===== src/sv/nvse_pkg.sv =====
// Shared types, constants and helpers for the VTG speed extractor.
// No dependencies; used by every module of the block.
package nvse_pkg;

  // Input beat: one received character or one timer tick
  typedef struct packed {
    logic       mode;
    logic [7:0] rx_byte;
  } nvse_in_t;

  // Result beat
  typedef struct packed {
    logic [7:0] speed;
    logic       speed_pending;
  } nvse_out_t;

  // Freshly parsed speed, parser to timer
  typedef struct packed {
    logic       valid;
    logic [7:0] speed;
  } nvse_speed_upd_t;

  // Next published state, timer to result register
  typedef struct packed {
    logic [7:0] speed;
    logic       pending;
  } nvse_status_t;

  // Parser phases, one-hot
  typedef enum logic [3:0] {
    PH_HUNT   = 4'b0001,
    PH_HEADER = 4'b0010,
    PH_COMMAS = 4'b0100,
    PH_DIGITS = 4'b1000
  } nvse_phase_e;

  // Input beat kinds
  localparam logic MODE_BYTE = 1'b0;
  localparam logic MODE_TICK = 1'b1;

  // Configuration register indexes
  localparam logic REG_TIMEOUT_TICKS      = 1'b0;
  localparam logic REG_SPEED_FIELD_COMMAS = 1'b1;

  localparam logic [15:0] TIMEOUT_TICKS_RST      = 16'd3000;
  localparam logic [7:0]  SPEED_FIELD_COMMAS_RST = 8'd7;

  localparam logic [7:0]  CHAR_DOLLAR = 8'h24;
  localparam logic [7:0]  CHAR_COMMA  = 8'h2C;
  localparam logic [7:0]  CHAR_DOT    = 8'h2E;
  localparam logic [7:0]  CHAR_ZERO   = 8'h30;

  localparam logic [2:0]  HEADER_LEN  = 3'd5;
  localparam logic [7:0]  MAX_DIGITS  = 8'd3;
  localparam logic [7:0]  NO_SIGNAL   = 8'hFF;
  localparam logic [16:0] TIMEOUT_EXTRA = 17'd10;

  // Expected header characters "GPVTG"
  function automatic logic [7:0] header_char(input logic [2:0] idx);
    logic [7:0] c;
    case (idx)
      3'd0:    c = 8'h47;
      3'd1:    c = 8'h50;
      3'd2:    c = 8'h56;
      3'd3:    c = 8'h54;
      3'd4:    c = 8'h47;
      default: c = 8'h00;
    endcase
    return c;
  endfunction

endpackage


===== src/sv/nvse_parser.sv =====
// Sentence parser: header check, comma count and speed digit capture.
// Depends on nvse_pkg.
module nvse_parser (
  input  logic                     clk_i,
  input  logic                     rst_ni,
  input  logic                     en_i,
  input  logic [7:0]               rx_byte_i,
  input  logic [7:0]               speed_field_commas_i,
  output nvse_pkg::nvse_speed_upd_t upd_o
);
  import nvse_pkg::*;

  nvse_phase_e phase_q, phase_d;
  logic [7:0]  pos_q, pos_d;
  logic        mismatch_q, mismatch_d;
  logic [7:0]  digit_q [3];
  logic        digit_we;
  logic [7:0]  comma_cnt;
  logic [7:0]  hdr_next;
  logic        hdr_bad;
  logic [7:0]  val1, val2, val3;
  logic        is_comma;

  assign is_comma  = (rx_byte_i == CHAR_COMMA);
  assign comma_cnt = pos_q + {7'd0, is_comma};
  assign hdr_next  = pos_q + 8'd1;
  assign hdr_bad   = (rx_byte_i != header_char(pos_q[2:0]));

  // Decimal value of the captured digits, modulo 256
  assign val1 = digit_q[0];
  assign val2 = 8'(digit_q[0] * 8'd10) + digit_q[1];
  assign val3 = 8'(digit_q[0] * 8'd100) + 8'(digit_q[1] * 8'd10) + digit_q[2];

  // Next parser state for one received character
  always_comb begin
    phase_d      = phase_q;
    pos_d        = pos_q;
    mismatch_d   = mismatch_q;
    digit_we     = 1'b0;
    upd_o.valid  = 1'b0;
    upd_o.speed  = val1;
    case (phase_q)
      PH_HUNT: begin
        if (rx_byte_i == CHAR_DOLLAR) begin
          phase_d    = PH_HEADER;
          pos_d      = 8'd0;
          mismatch_d = 1'b0;
        end
      end
      PH_HEADER: begin
        // note a mismatch, act on it after the fifth header byte
        mismatch_d = mismatch_q | hdr_bad;
        pos_d      = hdr_next;
        if (hdr_next >= {5'd0, HEADER_LEN}) begin
          phase_d    = (mismatch_q | hdr_bad) ? PH_HUNT : PH_COMMAS;
          pos_d      = 8'd0;
          mismatch_d = 1'b0;
        end
      end
      PH_COMMAS: begin
        pos_d = comma_cnt;
        if (comma_cnt == speed_field_commas_i) begin
          pos_d   = 8'd0;
          phase_d = PH_DIGITS;
        end
      end
      PH_DIGITS: begin
        if (is_comma || rx_byte_i == CHAR_DOT) begin
          // close the field; an empty or overlong field gives nothing
          upd_o.valid = (pos_q >= 8'd1) && (pos_q <= MAX_DIGITS);
          case (pos_q[1:0])
            2'd1:    upd_o.speed = val1;
            2'd2:    upd_o.speed = val2;
            default: upd_o.speed = val3;
          endcase
          pos_d   = 8'd0;
          phase_d = PH_HUNT;
        end else begin
          digit_we = (pos_q < MAX_DIGITS);
          if (pos_q <= MAX_DIGITS) begin
            pos_d = pos_q + 8'd1;
          end
        end
      end
      default: begin
        phase_d = PH_HUNT;
        pos_d   = 8'd0;
      end
    endcase
    upd_o.valid = upd_o.valid & en_i;
  end

  // Parser control state
  always_ff @(posedge clk_i or negedge rst_ni) begin
    if (!rst_ni) begin
      phase_q    <= PH_HUNT;
      pos_q      <= 8'd0;
      mismatch_q <= 1'b0;
    end else if (en_i) begin
      phase_q    <= phase_d;
      pos_q      <= pos_d;
      mismatch_q <= mismatch_d;
    end
  end

  // Digit store, only entries of the current field are read
  always_ff @(posedge clk_i) begin
    if (en_i && digit_we) begin
      digit_q[pos_q[1:0]] <= rx_byte_i - CHAR_ZERO;
    end
  end

endmodule


===== src/sv/nvse_timer.sv =====
// Pending speed, publish on tick and no-signal timeout.
// Depends on nvse_pkg.
module nvse_timer (
  input  logic                      clk_i,
  input  logic                      rst_ni,
  input  logic                      en_i,
  input  logic                      tick_i,
  input  nvse_pkg::nvse_speed_upd_t upd_i,
  input  logic [15:0]               timeout_ticks_i,
  output nvse_pkg::nvse_status_t    status_o
);
  import nvse_pkg::*;

  logic [7:0]  pend_speed_q, pend_speed_d;
  logic        pend_q, pend_d;
  logic [15:0] cnt_q, cnt_d;
  logic [7:0]  pub_q, pub_d;
  logic [15:0] cnt_inc;
  logic [16:0] limit_sum;
  logic [15:0] limit_sat;

  assign cnt_inc   = (cnt_q == 16'hFFFF) ? cnt_q : cnt_q + 16'd1;
  assign limit_sum = {1'b0, timeout_ticks_i} + TIMEOUT_EXTRA;
  assign limit_sat = limit_sum[16] ? 16'hFFFF : limit_sum[15:0];

  // Next timer state for one beat
  always_comb begin
    pend_speed_d = pend_speed_q;
    pend_d       = pend_q;
    cnt_d        = cnt_q;
    pub_d        = pub_q;
    if (tick_i) begin
      if (pend_q) begin
        pend_d = 1'b0;
        cnt_d  = 16'd0;
        pub_d  = pend_speed_q;
      end else begin
        cnt_d = cnt_inc;
        if (cnt_inc > timeout_ticks_i) begin
          cnt_d = limit_sat;
          pub_d = NO_SIGNAL;
        end
      end
    end else if (upd_i.valid) begin
      // a new field overwrites a pending one
      pend_speed_d = upd_i.speed;
      pend_d       = 1'b1;
    end
  end

  assign status_o.speed   = pub_d;
  assign status_o.pending = pend_d;

  // Advance on each beat
  always_ff @(posedge clk_i or negedge rst_ni) begin
    if (!rst_ni) begin
      pend_speed_q <= 8'd0;
      pend_q       <= 1'b0;
      cnt_q        <= 16'd0;
      pub_q        <= 8'd0;
    end else if (en_i) begin
      pend_speed_q <= pend_speed_d;
      pend_q       <= pend_d;
      cnt_q        <= cnt_d;
      pub_q        <= pub_d;
    end
  end

endmodule


===== src/sv/nmea_vtg_speed_extractor_core.sv =====
// VTG speed extractor top level: input register, parser, timer, result register.
// Depends on nvse_pkg, nvse_parser and nvse_timer.
//
// Takes one beat per cycle unless a full result register is stalled, each a
// received NMEA character or a timer tick, and returns exactly one result beat
// per input beat: the published speed (255 means no signal) and whether a
// parsed speed awaits the next tick. A beat passes the input register, then
// the state update and the result register. Write configuration only while
// idle.
module nmea_vtg_speed_extractor_core (
  input  logic               clk_i,
  input  logic               rst_ni,
  input  logic               in_valid_i,
  output logic               in_ready_o,
  input  nvse_pkg::nvse_in_t in_data_i,
  output logic               out_valid_o,
  input  logic               out_ready_i,
  output nvse_pkg::nvse_out_t out_data_o,
  input  logic               cfg_we_i,
  input  logic               cfg_idx_i,
  input  logic [15:0]        cfg_wdata_i
);
  import nvse_pkg::*;

  logic            in_valid_q;
  nvse_in_t        in_data_q;
  logic            out_valid_q;
  nvse_out_t       out_data_q;
  logic            advance;
  logic [15:0]     timeout_ticks_q;
  logic [7:0]      speed_field_commas_q;
  nvse_speed_upd_t upd;
  nvse_status_t    status;

  // Move a beat from input register to result register
  assign advance    = in_valid_q && (!out_valid_q || out_ready_i);
  assign in_ready_o = !in_valid_q || advance;

  // Configuration registers
  always_ff @(posedge clk_i or negedge rst_ni) begin
    if (!rst_ni) begin
      timeout_ticks_q      <= TIMEOUT_TICKS_RST;
      speed_field_commas_q <= SPEED_FIELD_COMMAS_RST;
    end else if (cfg_we_i) begin
      case (cfg_idx_i)
        REG_TIMEOUT_TICKS:      timeout_ticks_q      <= cfg_wdata_i;
        REG_SPEED_FIELD_COMMAS: speed_field_commas_q <= cfg_wdata_i[7:0];
        default: ;
      endcase
    end
  end

  // Input register
  always_ff @(posedge clk_i or negedge rst_ni) begin
    if (!rst_ni) begin
      in_valid_q <= 1'b0;
    end else if (in_ready_o) begin
      in_valid_q <= in_valid_i;
    end
  end

  always_ff @(posedge clk_i) begin
    if (in_ready_o && in_valid_i) begin
      in_data_q <= in_data_i;
    end
  end

  nvse_parser u_parser (
    .clk_i                (clk_i),
    .rst_ni               (rst_ni),
    .en_i                 (advance && (in_data_q.mode == MODE_BYTE)),
    .rx_byte_i            (in_data_q.rx_byte),
    .speed_field_commas_i (speed_field_commas_q),
    .upd_o                (upd)
  );

  nvse_timer u_timer (
    .clk_i           (clk_i),
    .rst_ni          (rst_ni),
    .en_i            (advance),
    .tick_i          (in_data_q.mode == MODE_TICK),
    .upd_i           (upd),
    .timeout_ticks_i (timeout_ticks_q),
    .status_o        (status)
  );

  // Result register
  always_ff @(posedge clk_i or negedge rst_ni) begin
    if (!rst_ni) begin
      out_valid_q <= 1'b0;
    end else if (advance) begin
      out_valid_q <= 1'b1;
    end else if (out_ready_i) begin
      out_valid_q <= 1'b0;
    end
  end

  always_ff @(posedge clk_i) begin
    if (advance) begin
      out_data_q.speed         <= status.speed;
      out_data_q.speed_pending <= status.pending;
    end
  end

  assign out_valid_o = out_valid_q;
  assign out_data_o  = out_data_q;

endmodule


===== config.mk =====
export PLATFORM = sky130hd
export DESIGN_NAME = nmea_vtg_speed_extractor_core
export DESIGN_NICKNAME = d
export VERILOG_FILES = /design/src/sv/nvse_pkg.sv /design/src/sv/nvse_parser.sv /design/src/sv/nvse_timer.sv /design/src/sv/nmea_vtg_speed_extractor_core.sv
export SDC_FILE = /design/constraint.sdc
export NUM_CORES = 1
export LEC_CHECK = 0
export CAP_MARGIN = 25
export CORE_ASPECT_RATIO = 0.75
export CORE_UTILIZATION = 46
export DETAILED_ROUTE_END_ITERATION = 10
export DONT_BUFFER_PORTS = 1
export HOLD_SLACK_MARGIN = 0.12
export PLACE_DENSITY_LB_ADDON = 0.1
export SYNTH_ARGS = -nofsm -noshare
export SYNTH_HDL_FRONTEND = slang
export SYNTH_SLANG_ARGS = --single-unit

===== constraint.sdc =====
create_clock -name clk_i -period 6.85 [get_ports clk_i]
set_clock_uncertainty 0.1 [all_clocks]
set_input_delay 1.0275 -clock clk_i [delete_from_list [all_inputs] [get_ports clk_i]]
set_output_delay 1.0275 -clock clk_i [all_outputs]
set_load 0.01 [all_outputs]

==> results of run 1 <==
-- final timing paths --
check | end | slack (ns) | depth (start not counted)
min in group clk_i | u_timer.pub_q[6]$_DFFE_PN0P_ | 0.39 | 1
hold reg to reg | u_timer.pub_q[6]$_DFFE_PN0P_ | 0.39 | 1
setup / recovery | out_data_o[1]$_DFFE_PP_ | 2.64 | 13
max in group asynchronous | u_parser.phase_q[0]$_DFFE_PN1P_ | 6.19 | 0
setup reg to reg | out_data_o[1]$_DFFE_PP_ | 2.64 | 13
hold / removal | u_timer.cnt_q[8]$_DFFE_PN0P_ | 0.21 | 0
-- kinds of logic after synthesis --
kind of cell | after synthesis | share of synthesized area (%)
AO/OA/AOI/OAI | 169 | 15.5
XOR/XNOR | 60 | 7.22
adder cells (fa/ha/maj) | 67 | 12.4
buffers and inverters | 70 | 3.71
flip-flops | 114 | 42.3
multiplexers | 19 | 2.90
AND/OR/NAND/NOR | 223 | 15.9
-- report_power, final --
| part | leakage (nW) | switching [W] | internal (W) |
|---|---|---|---|
| clock network | 0.299 | 0.000319 | 0.000563 |
| registers | 1.28 | 0.000140 | 0.000849 |
| logic | 1.76 | 0.000400 | 0.000307 |
| total | 3.34 | 0.000858 | 0.00172 |
-- placed cells by master, fill, tap and decap left out, types with 8 or more instances in the layout --
master,count
a21o_1,10
a21oi_1,31
a31oi_1,8
and2_1,10
and3_1,9
clkbuf_16,19
dfrtp_1,61
dfstp_2,11
edfxtp_1,42
fa_1,9
ha_1,58
inv_1,48
mux2_2,17
nand2_1,72
nand3_1,30
nor2_1,36
nor2b_1,8
nor3_1,14
o21ai_0,49
o22a_1,16
o31ai_1,8
xnor2_1,43
xor2_1,17
-- layout make-up --
class / instances / area [um2] / area share (%)
multi-input combinational: 538 / 3940 / 48.9
sequential: 114 / 3080 / 38.2
clock buffer: 22 / 507 / 6.29
tap: 205 / 256 / 3.19
inverter: 48 / 180 / 2.24
clock inverter: 10 / 90.1 / 1.12
timing repair buffer: 1 / 7.51 / 0.0932
-- synth_stat cells, drive strengths merged (5+ instances only) --
master,count
nor4b,7
nand2,72
ha,58
clkbuf,16
a21oi,31
nand2b,6
o21ai,49
nand3,30
o22a,16
and3,9
edfxtp,42
buf,6
a22o,5
and2,10
dfstp,11
mux2,17
xnor2,43
a221o,5
nor2b,9
a21o,10
a221oi,5
nor3,16
nor2,36
dfrtp,61
xor2,17
nand4,7
inv,48
fa,9
o21bai,7
a31oi,8
o31ai,8
-- layer usage --
| metal | share of wire, % | wire length [um] |
|---|---|---|
| met5 | 0 | 0 |
| met4 | 0.94 | 159 |
| met3 | 7.1 | 1210 |
| met2 | 40 | 6820 |
| met1 | 52 | 8780 |
-- worst max-delay path: stages, from the launching register on --
cell	delay [ns]
dfrtp_1	0.43
ha_1	0.22
nand3_1	0.23
nor3_2	0.61
nor3_1	0.13
xor2_1	0.19
ha_1	0.31
nand4_1	0.13
nor4_1	0.41
a21boi_0	0.25
o31a_1	0.21
nor2_1	0.11
nor2b_1	0.51
o22a_1	0.25
-- sequential cells by signal (all words and copies together) (netlist names) --
signal and cells:
u_timer.pub_q 8, u_timer.cnt_q 16, speed_field_commas_q 8, u_parser.digit_q 24, u_timer.pend_q 1, out_valid_o 1, u_parser.pos_q 8, timeout_ticks_q 16
in_data_q 9, in_valid_q 1, u_timer.pend_speed_q 8, u_parser.mismatch_q 1, u_parser.phase_q 4, out_data_o 9
-- per-stage QoR --
step	hold WS (ns)	utilization (%)	power (W)	area (um2)
after floorplan	0.361	-	0.00150	7280
after global placement	0.371	48.7	0.00167	7460
after detailed placement	0.378	48.7	0.00169	7460
after CTS	0.194	52.6	0.00258	8050
after global routing	0.191	52.6	0.00273	8050
final	0.209	52.6	0.00258	8050
==> results.py, run 1 <==
metrics = {
    "run_status": {
        "outcome": "completed",
    },
    "global_routing": {
        "track_usage_pct": 22.2,
        "grtUsageMet1_pct": 34.3,
        "met3_usage_pct": 5.14,
        "grt_pass1_vias": 5311,
        "grt_pass1_wl_um": 28000,
        "grt_start_max_net_pins": 73,
        "overflow": 0,
        "grt_busiest_layer": "met1",
        "antenna_found_initial": 0,
        "use_met2_pct": 30.7,
    },
    "timing": {
        "hold_viol": 0,
        "setup_violations": 0,
        "fin_setup_tns_ns": 0,
        "post-route-min-period_ns": 4.21,
        "relSlewSlack_pct": 36.3,
        "worst_slack_ns": 2.64,
        "rsz0062_at_grt": "no",
        "fin_crit_sh_pct": 61.5,
        "slew_violations": 0,
        "fmax_mhz": 237,
        "tightest_slew_ns": 0.951,
    },
    "logic_synthesis": {
        "synth_top_cell_area_share_pct": 21.0,
        "synth.area.top_cells": "dfrtp_1 21%, edfxtp_1 17%, ha_1 10%",
        "yosys_register_bits": 114,
        "synth_edf_count": 42,
        "synth_area_um2": 7280,
        "syn_inst": 722,
        "yosys.area.top_type": "dfrtp_1",
        "synthArstFlopShare_pct": 63.2,
        "synth_nets": 820,
        "synthFlopType": "dfrtp_1",
        "synth_warnings": 0,
        "avgSynthCellArea_um2": 10.1,
        "synthDistinctLibCells": 63,
        "seq_area_frac_synth_pct": 42.3,
    },
    "place": {
        "dp_cells": 906,
        "dp_hpwl_um": 12800,
        "pre_cts_ws_ns": 2.74,
        "gp_congestion": 0.870,
        "port_buffers": 0,
    },
    "clock_tree": {
        "clk_pin_slew_worst_paths_ns": 0.06,
        "cts_setup_buffers": 0,
        "clock_path_buffers": 2,
        "cts_resized": 0,
        "cts_buffers": 17,
        "clkSinkCount": 114,
        "h-tree-depth": 4,
        "worstSkewPairLatency_ns": 0.41,
        "cts_tree": "done",
        "hold_buffers": 0,
        "cts-root-buf": "clkbuf_16",
    },
    "routing": {
        "via_per_inst": 5.79,
        "drc_errors": 0,
        "drt-initial-drc-count": 505,
        "antenna_left": 0,
        "drt_first_pass_iters": 5,
        "wire_per_inst_um": 18.1,
        "wirelength_um": 17000,
        "num_vias": 5434,
    },
    "cells_and_area": {
        "fill_cells": 1389,
        "drive_gt1_share_pct": 10.2,
        "num_antenna_cells": 0,
        "syn_to_final_growth_pct": 10.6,
        "instances_no_fill": 938,
        "fin_nets": 818,
    },
    "die": {
        "dieArea_um2": 16300,
        "die_h_um": 111,
        "start_util_pct": 47.5,
        "rows": 39,
        "boundaryPins": 42,
        "coreArea_um2": 15300,
        "die_w_um": 147,
    },
    "pwr": {
        "ir_drop_uv": 206,
        "p_leak_nw": 3.34,
        "power_density_nw_per_um2": 320,
    },
    "worst_setup_path": {
        "cp-start-kind": "flop",
        "crit_fanout": 9,
        "worstSetupStartpoint": "u_timer.cnt_q[1]$_DFFE_PN0P_",
        "critPathCaptureType": "flop",
        "cp.required_ns": 7.03,
        "rr_startpoint": "u_timer.cnt_q[1]$_DFFE_PN0P_",
        "worstSetupPathType": "flop to flop",
        "critPathArrivalTime_ns": 4.39,
    },
    "job": {
        "drv_cap": 0,
    },
    "worst_hold_path": {
        "hold_path_class": "primary input to asynchronous set/reset pin",
    },
}
Power figures use the tool's default switching activity.
==> run 2, diff against run 1 <==
==> constraint.sdc (replaced) <==
create_clock -name clk_i -period 3.96 [get_ports clk_i]
set_clock_uncertainty 0.1 [all_clocks]
set_input_delay 0.594 -clock clk_i [delete_from_list [all_inputs] [get_ports clk_i]]
set_output_delay 0.594 -clock clk_i [all_outputs]
set_load 0.01 [all_outputs]
==> run 2 against run 1 <==
Via count up 1.1%. Critical endpoint is now out_data_o[2]$_DFFE_PP_. Total power increased by 74%. Register-to-register slack lost 2.5 ns. Highest routed layer unchanged. Global-route usage grew 0.077 points. Sequential share of layout area down 0.51 points.
==> results.py, run 2 (synthesis results as in run 1) <==
metrics = {
    "worst_setup_path": {
        "worstSetupStartpoint": "u_timer.cnt_q[1]$_DFFE_PN0P_",
        "worstSetupPathType": "flop to flop",
        "critPathCaptureType": "flop",
        "r2r-end": "out_data_o[2]$_DFFE_PP_",
        "reg2regPathDepth": 13,
        "cp-start-kind": "flop",
        "rr_startpoint": "u_timer.cnt_q[1]$_DFFE_PN0P_",
        "crit_fanout": 8,
        "cp.required_ns": 4.01,
        "crit_end": "out_data_o[2]$_DFFE_PP_",
        "critPathArrivalTime_ns": 3.88,
        "r2r_slack_ns": 0.13,
    },
    "pwr": {
        "p_sw_w": 0.00153,
        "seqPwrFrac_pct": 38.2,
        "intPower_w": 0.00296,
        "p_leak_nw": 3.40,
        "switching_share_pct": 34.1,
        "power_density_nw_per_um2": 550,
        "ir_drop_uv": 329,
        "p_comb_share_pct": 28.4,
        "power.clock.fraction_pct": 33.3,
    },
    "cells_and_area": {
        "largest_reg_flops": 24,
        "fill_cells": 1385,
        "drive_gt1_share_pct": 11.8,
        "final_util_pct": 53.3,
        "final_cell_mix": "72 x nand2_1, 60 x dfrtp_1, 58 x ha_1",
        "num_antenna_cells": 0,
        "layout_commonest_cell": "nand2_1",
        "syn_to_final_growth_pct": 12.2,
        "fin_nets": 824,
    },
    "clock_tree": {
        "worstSkewPairLatency_ns": 0.42,
        "h-tree-depth": 4,
        "clkSinkCount": 114,
        "clk_pin_slew_worst_paths_ns": 0.06,
        "cts_buffers": 17,
        "cts-root-buf": "clkbuf_16",
        "clock_path_buffers": 2,
        "cts_tree": "done",
    },
    "place": {
        "pre_cts_ws_ns": 0.0125,
        "dp_hpwl_um": 12700,
        "port_buffers": 0,
        "gp_congestion": 0.893,
    },
    "timing": {
        "setup_violations": 0,
        "relSlewSlack_pct": 53.2,
        "slew_violations": 0,
        "holdWs_ns": 0.169,
        "fmax_mhz": 261,
        "post-route-min-period_ns": 3.83,
        "fin_crit_sh_pct": 96.8,
        "hold_viol": 0,
        "tightest_slew_ns": 0.692,
        "worst_slack_ns": 0.127,
        "fin_setup_tns_ns": 0,
    },
    "routing": {
        "antenna_left": 0,
        "num_vias": 5495,
        "wirelength_um": 17100,
        "wire_per_inst_um": 18.1,
        "drc_errors": 0,
        "drt_first_pass_iters": 5,
        "via_per_inst": 5.82,
        "drt-initial-drc-count": 470,
    },
    "die": {
        "rows": 39,
        "die_h_um": 111,
        "start_util_pct": 47.5,
        "coreArea_um2": 15300,
        "die_w_um": 147,
        "boundaryPins": 42,
        "dieArea_um2": 16300,
    },
    "global_routing": {
        "grt_start_max_net_pins": 73,
        "grt_pass1_wl_um": 28100,
        "track_usage_pct": 22.3,
        "overflow": 0,
        "grt_pass1_vias": 5282,
        "antenna_found_initial": 0,
    },
    "job": {
        "drv_cap": 0,
    },
    "run_status": {
        "outcome": "completed",
    },
    "worst_hold_path": {
        "hold_path_class": "primary input to flop",
    },
}
[run 2: cell types whose count changed in the layout (fill, tap and decap cells not counted), sizes merged]
cell	previous run	this run
buf	1	6
clkinvlp	1	3
inv	54	52
clkbuf	22	21
clkinv	2	3
dlygate4sd3	0	1
[run 2: worst min-delay path by stage]
stage	from	end	slack (ns)	cells past startpoint
after floorplan	rst_ni	in_valid_q$_DFFE_PN0N_	0.20	0
after detailed placement	rst_ni	u_timer.cnt_q[11]$_DFFE_PN0P_	0.20	0
after global placement	rst_ni	u_timer.cnt_q[11]$_DFFE_PN0P_	0.20	0
after CTS	in_data_i[1]	in_data_q[1]$_DFFE_PP_	0.16	0
after global routing	in_data_i[8]	in_data_q[8]$_DFFE_PP_	0.16	0
final	in_data_i[8]	in_data_q[8]$_DFFE_PP_	0.17	0
[run 2: power by group through the flow]
stage	sequential, W	clock (W)	combinational (W)
floorplan	0.00164	0	0.000958
global placement	0.00172	0	0.00119
detailed placement	0.00172	0	0.00121
CTS	0.00170	0.00153	0.00124
global route	0.00175	0.00157	0.00144
finish	0.00172	0.00150	0.00128
[run 2: stage by stage]
step / total power [W] / instances / area [um2]
CTS: 0.00447 / 943 / 8100
detailed placement: 0.00294 / 909 / 7480
floorplan: 0.00260 / 722 / 7280
finish: 0.00449 / 944 / 8160
global route: 0.00476 / 944 / 8160
global placement: 0.00291 / 909 / 7480
[run 2: cell type report]
class	instances	area, um2	area share (%)
timing repair buffer	7	82.6	1.01
inverter	48	180	2.21
tap	205	256	3.14
multi-input combinational	538	3990	48.8
sequential	114	3080	37.7
clock inverter	11	97.6	1.20
clock buffer	21	483	5.92
[run 2: what timing repair did]
item	4_1_cts	5_1_grt
buffers inserted	0	0
resized for setup	1	12
setup endpoints to repair	3	32
hold buffers	2	0
gates cloned	0	0
hold endpoints to repair	72	0
[run 2: critical path, cell delays in order, from the launching register on]
cell	delay (ns)
dfrtp_1	0.42
ha_1	0.22
nand3_1	0.28
o21bai_1	0.34
nor2_1	0.16
xor2_1	0.32
ha_1	0.30
nand2_1	0.10
o21ai_0	0.11
a221o_1	0.35
o31a_1	0.28
nor2_2	0.27
nor2b_4	0.12
o22a_1	0.21
[run 2: per-layer routing]
| metal | global-route usage [%] | routed length [um] |
|---|---|---|
| met5 | 0 | 0 |
| met4 | 5.64 | 121 |
| met3 | 5.47 | 1080 |
| met1 | 35.7 | 9120 |
| met2 | 29.2 | 6800 |
==> run 3, diff against run 2 <==
--- a/config.mk
+++ b/config.mk
@@ -6,12 +6,12 @@
 export NUM_CORES = 1
 export LEC_CHECK = 0
 export CAP_MARGIN = 25
-export CORE_ASPECT_RATIO = 0.75
+export CORE_ASPECT_RATIO = 0.6
 export CORE_UTILIZATION = 46
 export DETAILED_ROUTE_END_ITERATION = 10
 export DONT_BUFFER_PORTS = 1
 export HOLD_SLACK_MARGIN = 0.12
-export PLACE_DENSITY_LB_ADDON = 0.1
+export PLACE_DENSITY = 0.68
 export SYNTH_ARGS = -nofsm -noshare
 export SYNTH_HDL_FRONTEND = slang
 export SYNTH_SLANG_ARGS = --single-unit
==> run 3 against run 2 <==
Via count increased by 4.0%. Critical endpoint is now u_timer.cnt_q[15]$_DFFE_PN0P_. Critical path depth stayed put. Register-to-register slack worse by 0.03 ns. Total power about the same. Largest power group unchanged. Largest cell class unchanged.
==> results.py, run 3 (synthesis results as in run 1) <==
metrics = {
    "global_routing": {
        "grt_pass1_vias": 5390,
        "antenna_found_initial": 0,
        "grt_start_max_net_pins": 73,
        "track_usage_pct": 23.5,
        "overflow": 0,
        "grt_pass1_wl_um": 29200,
    },
    "worst_setup_path": {
        "crit_fanout": 13,
        "path_cells": "and4_2 > nand3_4 > nor3_4 > nand3_1 > mux2_2 > ha_1 > nand4_1 > nor4_2 > a21boi_0 > o31a_1 > buf_6 > mux2_2 > a22o_1",
        "path_buf_inv": 1,
        "path_common_cell": "mux2_2",
        "critPathCaptureType": "flop",
        "cp-start-kind": "flop",
        "slowest_delay_ns": 0.44,
        "worstSetupPathType": "flop to flop",
        "critPathArrivalTime_ns": 4.06,
        "slowest_stage": "dfrtp_1",
        "cp.required_ns": 4.16,
        "path_delay_family": "simple AND/OR/NAND/NOR gates",
    },
    "die": {
        "coreArea_um2": 15400,
        "boundaryPins": 42,
        "start_util_pct": 47.2,
        "die_w_um": 164,
        "die_h_um": 99.4,
        "dieArea_um2": 16300,
        "rows": 35,
    },
    "cells_and_area": {
        "fill_cells": 1385,
        "fin_nets": 825,
        "num_antenna_cells": 0,
        "syn_to_final_growth_pct": 12.1,
        "drive_gt1_share_pct": 13.0,
        "final_area_um2": 8160,
        "final_cell_mix": "72 x nand2_1, 58 x ha_1, 58 x dfrtp_1",
        "layout_commonest_cell": "nand2_1",
        "largest_reg_flops": 24,
    },
    "run_status": {
        "outcome": "completed",
    },
    "routing": {
        "antenna_left": 0,
        "via_per_inst": 6.06,
        "drt_first_pass_iters": 5,
        "drt-initial-drc-count": 626,
        "drc_errors": 0,
        "wire_per_inst_um": 19.3,
        "wirelength_um": 18200,
        "num_vias": 5716,
    },
    "place": {
        "port_buffers": 0,
        "gp_congestion": 0.961,
        "dp_hpwl_um": 13600,
        "post_dp_cell_area_um2": 7480,
    },
    "timing": {
        "tightest_slew_ns": 0.993,
        "post-route-min-period_ns": 3.86,
        "fin_crit_sh_pct": 97.5,
        "fin_setup_tns_ns": 0,
        "relSlewSlack_pct": 33.5,
        "hold_viol": 0,
        "fmax_mhz": 259,
        "slew_violations": 0,
        "setup_violations": 0,
    },
    "worst_hold_path": {
        "hold_path_class": "primary input to flop",
    },
    "clock_tree": {
        "worstSkewPairLatency_ns": 0.41,
        "clock_path_buffers": 2,
        "cts_tree": "done",
        "cts_buffers": 17,
        "h-tree-depth": 4,
        "clkSinkCount": 114,
        "clk_pin_slew_worst_paths_ns": 0.06,
        "cts-root-buf": "clkbuf_16",
    },
    "job": {
        "drv_cap": 0,
    },
    "pwr": {
        "power_density_nw_per_um2": 551,
        "ir_drop_uv": 324,
        "p_leak_nw": 3.38,
    },
}
-- run 3: cell count changes in the layout (fill, tap and decap cells not counted), moves of 2 or more --
cell	before	now
clkbuf_1	2	0
clkbuf_16	19	17
clkinv_4	0	3
dfrtp_1	60	58
dfrtp_2	1	3
inv_4	2	0
inv_6	2	5
inv_8	0	2
nor2_2	3	1
nor2_4	0	2
-- run 3: what timing repair did --
action,CTS,global route
setup buffers,0,1
pin swaps,0,3
endpoints found under the hold margin,72,0
hold buffers,2,0
setup endpoints to repair,8,28
resized for setup,1,19
-- run 3: worst reg2reg max path: stages (launching register included) --
cell      delay [ns]
dfrtp_1         0.44
and4_2          0.31
nand3_4         0.16
nor3_4          0.24
nand3_1         0.11
mux2_2          0.30
ha_1            0.30
nand4_1         0.16
nor4_2          0.37
a21boi_0        0.23
o31a_1          0.29
buf_6           0.20
mux2_2          0.34
a22o_1          0.19
-- run 3: area by class of cell --
cell class,instances,area [um2],share of cell area (%)
Timing Repair Buffer,8,86.3,1.06
Tap cell,203,254,3.11
Inverter,48,180,2.21
Multi-Input combinational cell,538,4010,49.1
Clock inverter,15,125,1.53
Clock buffer,17,425,5.21
Sequential cell,114,3080,37.8
-- run 3: per-stage QoR --
| step | worst slack, ns | hold WS [ns] | instances | power [W] | utilization (%) |
|---|---|---|---|---|---|
| floorplan | 0.449 | 0.198 | 722 | 0.00260 | - |
| detailed placement | -0.0972 | 0.203 | 908 | 0.00297 | 48.5 |
| CTS | 0.0199 | 0.163 | 942 | 0.00443 | 52.4 |
| global route | -0.0463 | 0.146 | 943 | 0.00474 | 52.9 |
| global placement | 0.0758 | 0.202 | 908 | 0.00291 | 48.5 |
| finish | 0.0987 | 0.173 | 943 | 0.00449 | 52.9 |
-- run 3: worst paths after layout --
path / to / cells after the start / slack [ns] / startpoint
worst max-delay path: u_timer.cnt_q[15]$_DFFE_PN0P_ / 13 / 0.1 / u_timer.cnt_q[4]$_DFFE_PN0P_
worst min register to register: u_timer.pub_q[6]$_DFFE_PN0P_ / 1 / 0.40 / u_timer.pub_q[6]$_DFFE_PN0P_
worst min-delay path: in_data_q[0]$_DFFE_PP_ / 0 / 0.17 / in_data_i[0]
max in group asynchronous: timeout_ticks_q[11]$_DFFE_PN1P_ / 2 / 2.74 / rst_ni
min in group asynchronous: timeout_ticks_q[14]$_DFFE_PN0P_ / 2 / 0.68 / rst_ni
worst max register to register: u_timer.cnt_q[15]$_DFFE_PN0P_ / 13 / 0.1 / u_timer.cnt_q[4]$_DFFE_PN0P_
-- run 3: report_power, final --
group	leakage, nW	total [W]	internal, W	switching (W)
clock network	0.265	0.00142	0.000816	0.000605
logic	1.84	0.00134	0.000571	0.000770
registers	1.27	0.00173	0.00147	0.000261
-- run 3: layer usage --
metal | vias to the layer above | track usage [%] | part of all wire, %
li1 | 2637 | - | -
met1 | 2811 | 39.0 | 52
met2 | 245 | 29.8 | 39
met4 | 0 | 4.87 | 1.2
met5 | - | 0 | 0
met3 | 23 | 5.96 | 7.4
